<file path="src/hw/rtl/bpjq_pkg.sv">
`default_nettype none

package bpjq_pkg;

    localparam int QUEUE_DEPTH = 16;
    localparam int CNT_W       = $clog2(QUEUE_DEPTH + 1);
    localparam int OCC_W       = 5;

    localparam logic KIND_ENQUEUE = 1'b0;
    localparam logic KIND_DEQUEUE = 1'b1;

    localparam logic [2:0] ST_ACCEPTED  = 3'd0;
    localparam logic [2:0] ST_FULL      = 3'd1;
    localparam logic [2:0] ST_DUPLICATE = 3'd2;
    localparam logic [2:0] ST_DEQUEUED  = 3'd3;
    localparam logic [2:0] ST_EMPTY     = 3'd4;

    typedef struct packed {
        logic        kind;
        logic [31:0] job_id;
        logic [2:0]  priority_req;
        logic [31:0] job_handle;
        logic [30:0] requester;
    } job_item_t;

    typedef struct packed {
        logic [2:0]  status;
        logic [31:0] out_job_id;
        logic [2:0]  out_priority;
        logic [31:0] out_handle;
        logic [30:0] out_requester;
        logic [4:0]  occupancy;
    } result_item_t;

    typedef struct packed {
        logic [31:0] job_id;
        logic [2:0]  prio;
        logic [31:0] handle;
        logic [30:0] requester;
    } slot_t;

    typedef enum logic [1:0] {
        CMD_HOLD,
        CMD_EVAL,
        CMD_INSERT,
        CMD_SHIFT_OUT
    } cell_cmd_t;

    typedef enum logic [1:0] {
        S_IDLE,
        S_EVAL,
        S_COMMIT
    } state_t;

endpackage

`default_nettype wire

</file>
<file path="src/hw/rtl/bpjq_cell.sv">
`default_nettype none

module bpjq_cell import bpjq_pkg::*;
(
    input  wire logic      clk,
    input  wire logic      rst_n,
    input  wire cell_cmd_t cmd,
    input  wire slot_t     new_slot,
    input  wire slot_t     left_slot,
    input  wire logic      left_ins,
    input  wire logic      left_valid,
    input  wire slot_t     right_slot,
    input  wire logic      right_valid,
    output slot_t          slot,
    output logic           valid,
    output logic           ins,
    output logic           match
);

    slot_t slot_reg, slot_next;
    logic  valid_reg, valid_next;
    logic  ins_reg, ins_next;
    logic  match_reg, match_next;

    always_comb
    begin
        slot_next  = slot_reg;
        valid_next = valid_reg;
        ins_next   = ins_reg;
        match_next = match_reg;
        unique case (cmd)
            CMD_HOLD:
            begin
            end
            CMD_EVAL:
            begin
                ins_next   = !valid_reg || (new_slot.prio > slot_reg.prio);
                match_next = valid_reg && (slot_reg.job_id == new_slot.job_id);
            end
            CMD_INSERT:
            begin
                if (ins_reg)
                begin
                    slot_next  = left_ins ? left_slot : new_slot;
                    valid_next = left_ins ? left_valid : 1'b1;
                end
            end
            CMD_SHIFT_OUT:
            begin
                slot_next  = right_slot;
                valid_next = right_valid;
            end
            default:
            begin
            end
        endcase
    end

    always_ff @(posedge clk or negedge rst_n)
    begin
        if (!rst_n)
        begin
            valid_reg <= 1'b0;
            ins_reg   <= 1'b0;
            match_reg <= 1'b0;
        end
        else
        begin
            valid_reg <= valid_next;
            ins_reg   <= ins_next;
            match_reg <= match_next;
        end
    end

    always_ff @(posedge clk)
    begin
        slot_reg <= slot_next;
    end

    assign slot  = slot_reg;
    assign valid = valid_reg;
    assign ins   = ins_reg;
    assign match = match_reg;

endmodule

`default_nettype wire

</file>
<file path="src/hw/rtl/bounded_priority_job_queue_unit.sv">
// Bounded priority job queue, QUEUE_DEPTH entries kept sorted in a chain of
// cells, highest priority at the head, arrival order among equal priorities.
// Input channel job/job_valid/job_stall carries one enqueue or dequeue
// transaction; the output channel result/result_valid/result_stall carries
// exactly one result per accepted transaction, in order.
// An accepted transaction first passes a compare step (S_EVAL), in which every
// cell compares its entry against the new job (duplicate id and insert
// position), then a commit step (S_COMMIT), in which the cells shift and the
// result register loads. A new transaction is not accepted until the last one
// has committed; job_stall is high while it is in the compare/commit steps.
// The result register decouples the sides: a new transaction is accepted while
// a result waits. If result_stall holds, the next commit waits for the result
// register to drain, and job_stall stays high meanwhile.
// Reset clears the occupancy, all entry valid flags and result_valid; the
// queue is usable in the first cycle after reset.
`default_nettype none

module bounded_priority_job_queue_unit import bpjq_pkg::*;
(
    input  wire logic         clk,
    input  wire logic         rst_n,
    input  wire logic         job_valid,
    output logic              job_stall,
    input  wire job_item_t    job,
    output logic              result_valid,
    input  wire logic         result_stall,
    output result_item_t      result
);

    state_t       state_reg, state_next;
    job_item_t    item_reg;
    logic [CNT_W-1:0] count_reg, count_next;
    result_item_t out_reg, out_next;
    logic         out_valid_reg, out_valid_next;

    cell_cmd_t    cmd;
    logic         load_out;
    logic         can_commit;
    logic         full;
    logic         dup;
    logic         empty;

    slot_t        new_slot;
    slot_t        cell_slot [QUEUE_DEPTH];
    logic         cell_valid [QUEUE_DEPTH];
    logic         cell_ins [QUEUE_DEPTH];
    logic [QUEUE_DEPTH-1:0] cell_match;

    assign new_slot.job_id    = item_reg.job_id;
    assign new_slot.prio      = item_reg.priority_req;
    assign new_slot.handle    = item_reg.job_handle;
    assign new_slot.requester = item_reg.requester;

    for (genvar i = 0; i < QUEUE_DEPTH; i++)
    begin : g_cell
        slot_t lslot;
        logic  lins;
        logic  lvalid;
        slot_t rslot;
        logic  rvalid;

        if (i == 0)
        begin : g_head
            assign lslot  = '0;
            assign lins   = 1'b0;
            assign lvalid = 1'b0;
        end
        else
        begin : g_mid
            assign lslot  = cell_slot[i-1];
            assign lins   = cell_ins[i-1];
            assign lvalid = cell_valid[i-1];
        end

        if (i == QUEUE_DEPTH - 1)
        begin : g_tail
            assign rslot  = '0;
            assign rvalid = 1'b0;
        end
        else
        begin : g_body
            assign rslot  = cell_slot[i+1];
            assign rvalid = cell_valid[i+1];
        end

        bpjq_cell u_cell
        (
            .clk         (clk),
            .rst_n       (rst_n),
            .cmd         (cmd),
            .new_slot    (new_slot),
            .left_slot   (lslot),
            .left_ins    (lins),
            .left_valid  (lvalid),
            .right_slot  (rslot),
            .right_valid (rvalid),
            .slot        (cell_slot[i]),
            .valid       (cell_valid[i]),
            .ins         (cell_ins[i]),
            .match       (cell_match[i])
        );
    end

    assign full       = (count_reg == CNT_W'(QUEUE_DEPTH));
    assign empty      = (count_reg == '0) || !cell_valid[0];
    assign dup        = |cell_match;
    assign can_commit = !out_valid_reg || !result_stall;

    // next state
    always_comb
    begin
        state_next = state_reg;
        unique case (state_reg)
            S_IDLE:
            begin
                if (job_valid)
                begin
                    state_next = S_EVAL;
                end
            end
            S_EVAL:
            begin
                state_next = S_COMMIT;
            end
            S_COMMIT:
            begin
                if (can_commit)
                begin
                    state_next = S_IDLE;
                end
            end
            default:
            begin
                state_next = S_IDLE;
            end
        endcase
    end

    // outputs
    always_comb
    begin
        job_stall = 1'b1;
        cmd       = CMD_HOLD;
        load_out  = 1'b0;
        unique case (state_reg)
            S_IDLE:
            begin
                job_stall = 1'b0;
            end
            S_EVAL:
            begin
                cmd = CMD_EVAL;
            end
            S_COMMIT:
            begin
                if (can_commit)
                begin
                    load_out = 1'b1;
                    if (item_reg.kind == KIND_ENQUEUE)
                    begin
                        if (!full && !dup)
                        begin
                            cmd = CMD_INSERT;
                        end
                    end
                    else if (!empty)
                    begin
                        cmd = CMD_SHIFT_OUT;
                    end
                end
            end
            default:
            begin
            end
        endcase
    end

    always_comb
    begin
        count_next = count_reg;
        out_next   = '0;
        if (item_reg.kind == KIND_ENQUEUE)
        begin
            priority if (full)
            begin
                out_next.status        = ST_FULL;
                out_next.out_job_id    = item_reg.job_id;
                out_next.out_requester = item_reg.requester;
            end
            else if (dup)
            begin
                out_next.status        = ST_DUPLICATE;
                out_next.out_job_id    = item_reg.job_id;
                out_next.out_requester = item_reg.requester;
            end
            else
            begin
                out_next.status = ST_ACCEPTED;
                count_next      = count_reg + CNT_W'(1);
            end
        end
        else
        begin
            if (empty)
            begin
                out_next.status = ST_EMPTY;
            end
            else
            begin
                out_next.status        = ST_DEQUEUED;
                out_next.out_job_id    = cell_slot[0].job_id;
                out_next.out_priority  = cell_slot[0].prio;
                out_next.out_handle    = cell_slot[0].handle;
                out_next.out_requester = cell_slot[0].requester;
                count_next             = count_reg - CNT_W'(1);
            end
        end
        out_next.occupancy = OCC_W'(count_next);
    end

    always_comb
    begin
        out_valid_next = out_valid_reg;
        if (load_out)
        begin
            out_valid_next = 1'b1;
        end
        else if (!result_stall)
        begin
            out_valid_next = 1'b0;
        end
    end

    always_ff @(posedge clk or negedge rst_n)
    begin
        if (!rst_n)
        begin
            state_reg     <= S_IDLE;
            count_reg     <= '0;
            out_valid_reg <= 1'b0;
        end
        else
        begin
            state_reg     <= state_next;
            out_valid_reg <= out_valid_next;
            if (load_out)
            begin
                count_reg <= count_next;
            end
        end
    end

    always_ff @(posedge clk)
    begin
        if (job_valid && !job_stall)
        begin
            item_reg <= job;
        end
        if (load_out)
        begin
            out_reg <= out_next;
        end
    end

    assign result_valid = out_valid_reg;
    assign result       = out_reg;

endmodule

`default_nettype wire

</file>
<file path="config.mk">
export PLATFORM = sky130hd
export DESIGN_NAME = bounded_priority_job_queue_unit
export DESIGN_NICKNAME = d
export VERILOG_FILES = /design/src/hw/rtl/bpjq_pkg.sv /design/src/hw/rtl/bpjq_cell.sv /design/src/hw/rtl/bounded_priority_job_queue_unit.sv
export SDC_FILE = /design/constraint.sdc
export NUM_CORES = 2
export LEC_CHECK = 0
export ABC_AREA = 1
export BUFFER_PORTS_ARGS = -buffer_cell sky130_fd_sc_hd__buf_2
export CORE_MARGIN = 2
export CORE_UTILIZATION = 57
export CTS_CLUSTER_SIZE = 16
export DETAILED_ROUTE_END_ITERATION = 7
export HOLD_SLACK_MARGIN = 0.08
export PLACE_DENSITY = 0.78
export SYNTH_ARGS = -nofsm -noshare
export SYNTH_HDL_FRONTEND = slang
export SYNTH_SLANG_ARGS = --single-unit
</file>
<file path="constraint.sdc">
create_clock -name clk -period 17.4 [get_ports clk]
set_input_delay 0.87 -clock clk [delete_from_list [all_inputs] [get_ports clk]]
set_output_delay 0.87 -clock clk [all_outputs]
set_load 0.02 [all_outputs]
</file>
==> impl_metrics.json <==
{
  "finalSetupViolations": 0,
  "layout.nets": 10900,
  "synth_edf_count": 1773,
  "wl_per_cell_um": 22.8,
  "drc_errors": 0,
  "cts_hold_buf": 0,
  "worst_pin_slew_ns": 1.39,
  "syn-num-nets": 11300,
  "antenna_found_initial": 5,
  "syn_inst": 11100,
  "synth_area_leaders": "edfxtp_1, nand2_1, o21ai_0, a21oi_1, nor2_1",
  "ir_drop_mv": 0.118,
  "drt-total-wl_um": 299000,
  "finalHoldViolations": 0,
  "die_w_um": 415,
  "critPathKind": "reg -> reg",
  "detail_route.vias_per_cell": 6.13,
  "synth_top_area_share_pct": 55.3,
  "rows": 150,
  "yosysTopAreaCell": "edfxtp_1",
  "slew_headroom_pct": 7.07,
  "num_vias": 80500,
  "ant_nets": 0,
  "synth_warnings": 0,
  "synth_common_cells": "nand2_1, edfxtp_1, o21ai_0",
  "clk_path_buf_depth": 3,
  "die-height_um": 415,
  "grt_util_all_layers_pct": 33.7,
  "clk_pin_slew_worst_paths_ns": 0.06,
  "finalPower_uw": 17800,
  "synth_seq_area_share_pct": 56.7,
  "grt_pass1_vias": 76400,
  "comb_power_share_pct": 36.7,
  "status": "finished, final reports clean",
  "finalMaxSlewViolations": 0,
  "power_density_mw_per_mm2": 172,
  "syn_area_per_cell_um2": 8.66,
  "ys_types": 32,
  "cts_setup_buffers": 0,
  "drive_gt1_share_pct": 6.14,
  "cap_violations": 0,
  "critPathCaptureType": "flip-flop",
  "hp-class": "in -> reg",
  "coreArea_mm2": 0.167,
  "die-area_mm2": 0.172,
  "finalSetupTns_ns": 0,
  "fin_area_mm2": 0.104,
  "synthToLayoutAreaGrowth_pct": 7.75,
  "largest_reg_flops": 1568,
  "post-dp-hpwl_um": 184000,
  "cp.arrival_ns": 7.33,
  "synth_most_common_cell": "nand2_1",
  "p_sw_share_pct": 39.9,
  "cts_resized": 0,
  "fin_crit_sh_pct": 38.2,
  "grt_max_degree": 318,
  "internal-power_uw": 10700,
  "gp_congestion": 0.974,
  "h-tree-depth": 4,
  "clock-skew-final_ns": 0.0563,
  "port_buffers": 210,
  "worst-path-max-fanout": 296,
  "worstSkewPairLatency_ns": 0.87,
  "cp.required_ns": 18.08,
  "p_switching_uw": 7100,
  "power_frac_seq_pct": 40.1,
  "cts_sinks": 1829,
  "start_util_pct": 57.5,
  "first_iter_violations": 11300,
  "gr-total-overflow": 0,
  "finalCriticalPeriod_ns": 6.65,
  "syn-cell-area_mm2": 0.0963,
  "firstDrtPassIters": 7,
  "power_leakage_uw": 0.0398,
  "synth_ff_type": "edfxtp_1",
  "fillCellCount": 14000,
  "fmax_mhz": 150,
  "cts_tree": "done",
  "clockRootBuffer": "clkbuf_16",
  "ios": 211,
  "numCtsBuffers": 190,
  "placedInstanceArea_mm2": 0.0975,
  "p_clk_share_pct": 23.2,
  "synth-seq-cells": 1829,
  "rsz0062_at_grt": "no",
  "grt_pass1_wl_um": 451000,
  "postSynth.asyncResetShare_pct": 3.06,
  "startpoint_type": "flip-flop"
}
==> cell usage in the layout (no fill, tap or decap), types with 4 or more instances in the layout <==
cell type,n
a21oi_1,1251
buf_12,7
buf_2,210
buf_4,140
bufinv_16,17
clkbuf_1,33
clkbuf_16,191
clkbuf_8,4
clkinv_1,94
clkinv_16,7
clkinv_2,30
clkinvlp_4,5
dfrtp_1,48
dfrtp_2,6
edfxtp_1,1773
ha_1,55
inv_1,518
inv_4,14
nand2_1,2513
nand3_1,94
nand4_1,26
nor2_1,1535
nor2_4,15
nor3_1,90
o211ai_1,11
o21a_1,67
o21ai_0,1714
o21ai_1,204
o22ai_1,40
xnor2_1,51
xor2_1,144
==> cell families (layout without fill, tap and decap cells) <==
family	count (synthesis)	after routing	synth area share (%)
other cells	0	1	0
fa+ha+maj	55	55	0.715
xor+xnor	195	195	1.77
simple gates	4283	4283	17.0
flops	1829	1829	56.7
compound gates	3290	3290	17.4
buf+inv	1462	1284	6.35
==> power by group through the flow <==
stage	Sequential [µW]	Clock (µW)	Combinational, µW
global placement	7170	0	6130
global route	7210	4330	7160
finish	7130	4130	6530
floorplan	7130	0	4410
CTS	7120	4160	6400
detailed placement	7190	0	6370
==> layer usage <==
metal	up-vias	GRT usage, %	wire length [µm]
met2	4579	54.6	139000
met3	896	5.93	32000
met4	6	15.5	14900
li1	37000	-	-
met1	38000	44.5	113000
met5	-	0	34
==> worst paths after layout <==
| kind | to | slack (ns) | startpoint | depth (start not counted) |
|---|---|---|---|---|
| min in group asynchronous | result_valid | 0.19 | rst_n | 2 |
| min reg2reg | g_cell[6].u_cell.match | 0.48 | g_cell[6].u_cell.match | 2 |
| max | g_cell[11].u_cell.slot[16] | 10.75 | count_reg[0] | 12 |
| max reg2reg | g_cell[11].u_cell.slot[16] | 10.75 | count_reg[0] | 12 |
| min | item_reg[27] | 0.18 | job[27] | 1 |
| max in group asynchronous | g_cell[14].u_cell.ins | 16.50 | rst_n | 2 |
==> worst max-delay path, stage by stage (launching register included) <==
cell,delay [ns]
dfrtp_1,0.41
inv_1,0.15
ha_1,0.21
nand3_1,0.12
nand3_1,0.15
nand2_4,0.30
nand3_4,0.76
buf_12,0.73
buf_4,0.95
buf_4,0.90
buf_12,0.62
nor2_1,0.15
a21oi_1,0.19
==> per-stage QoR <==
stage	hold WS (ns)	std cells	utilization [%]	setup slack, ns
3_5_place_dp	0.467	12800	58.3	10.80
2_1_floorplan	0.450	11100	-	10.85
4_1_cts	0.144	13100	62.0	11.14
3_3_place_gp	0.463	12800	58.3	10.96
5_1_grt	0.164	13100	62.0	10.35
6_report	0.181	13100	62.0	10.75
==> final cells by class <==
| cell class | instances | area [µm²] | share of cell area [%] |
|---|---|---|---|
| Sequential cell | 1829 | 54700 | 52.7 |
| Multi-Input combinational cell | 7823 | 35700 | 34.4 |
| Clock buffer | 228 | 4960 | 4.78 |
| Tap cell | 2204 | 2760 | 2.66 |
| Timing Repair Buffer | 357 | 2240 | 2.16 |
| Inverter | 576 | 2210 | 2.13 |
| Clock inverter | 123 | 1250 | 1.20 |
| Antenna cell | 1 | 2.50 | 0.00241 |
Note: power is estimated with default switching activity, not from simulation.
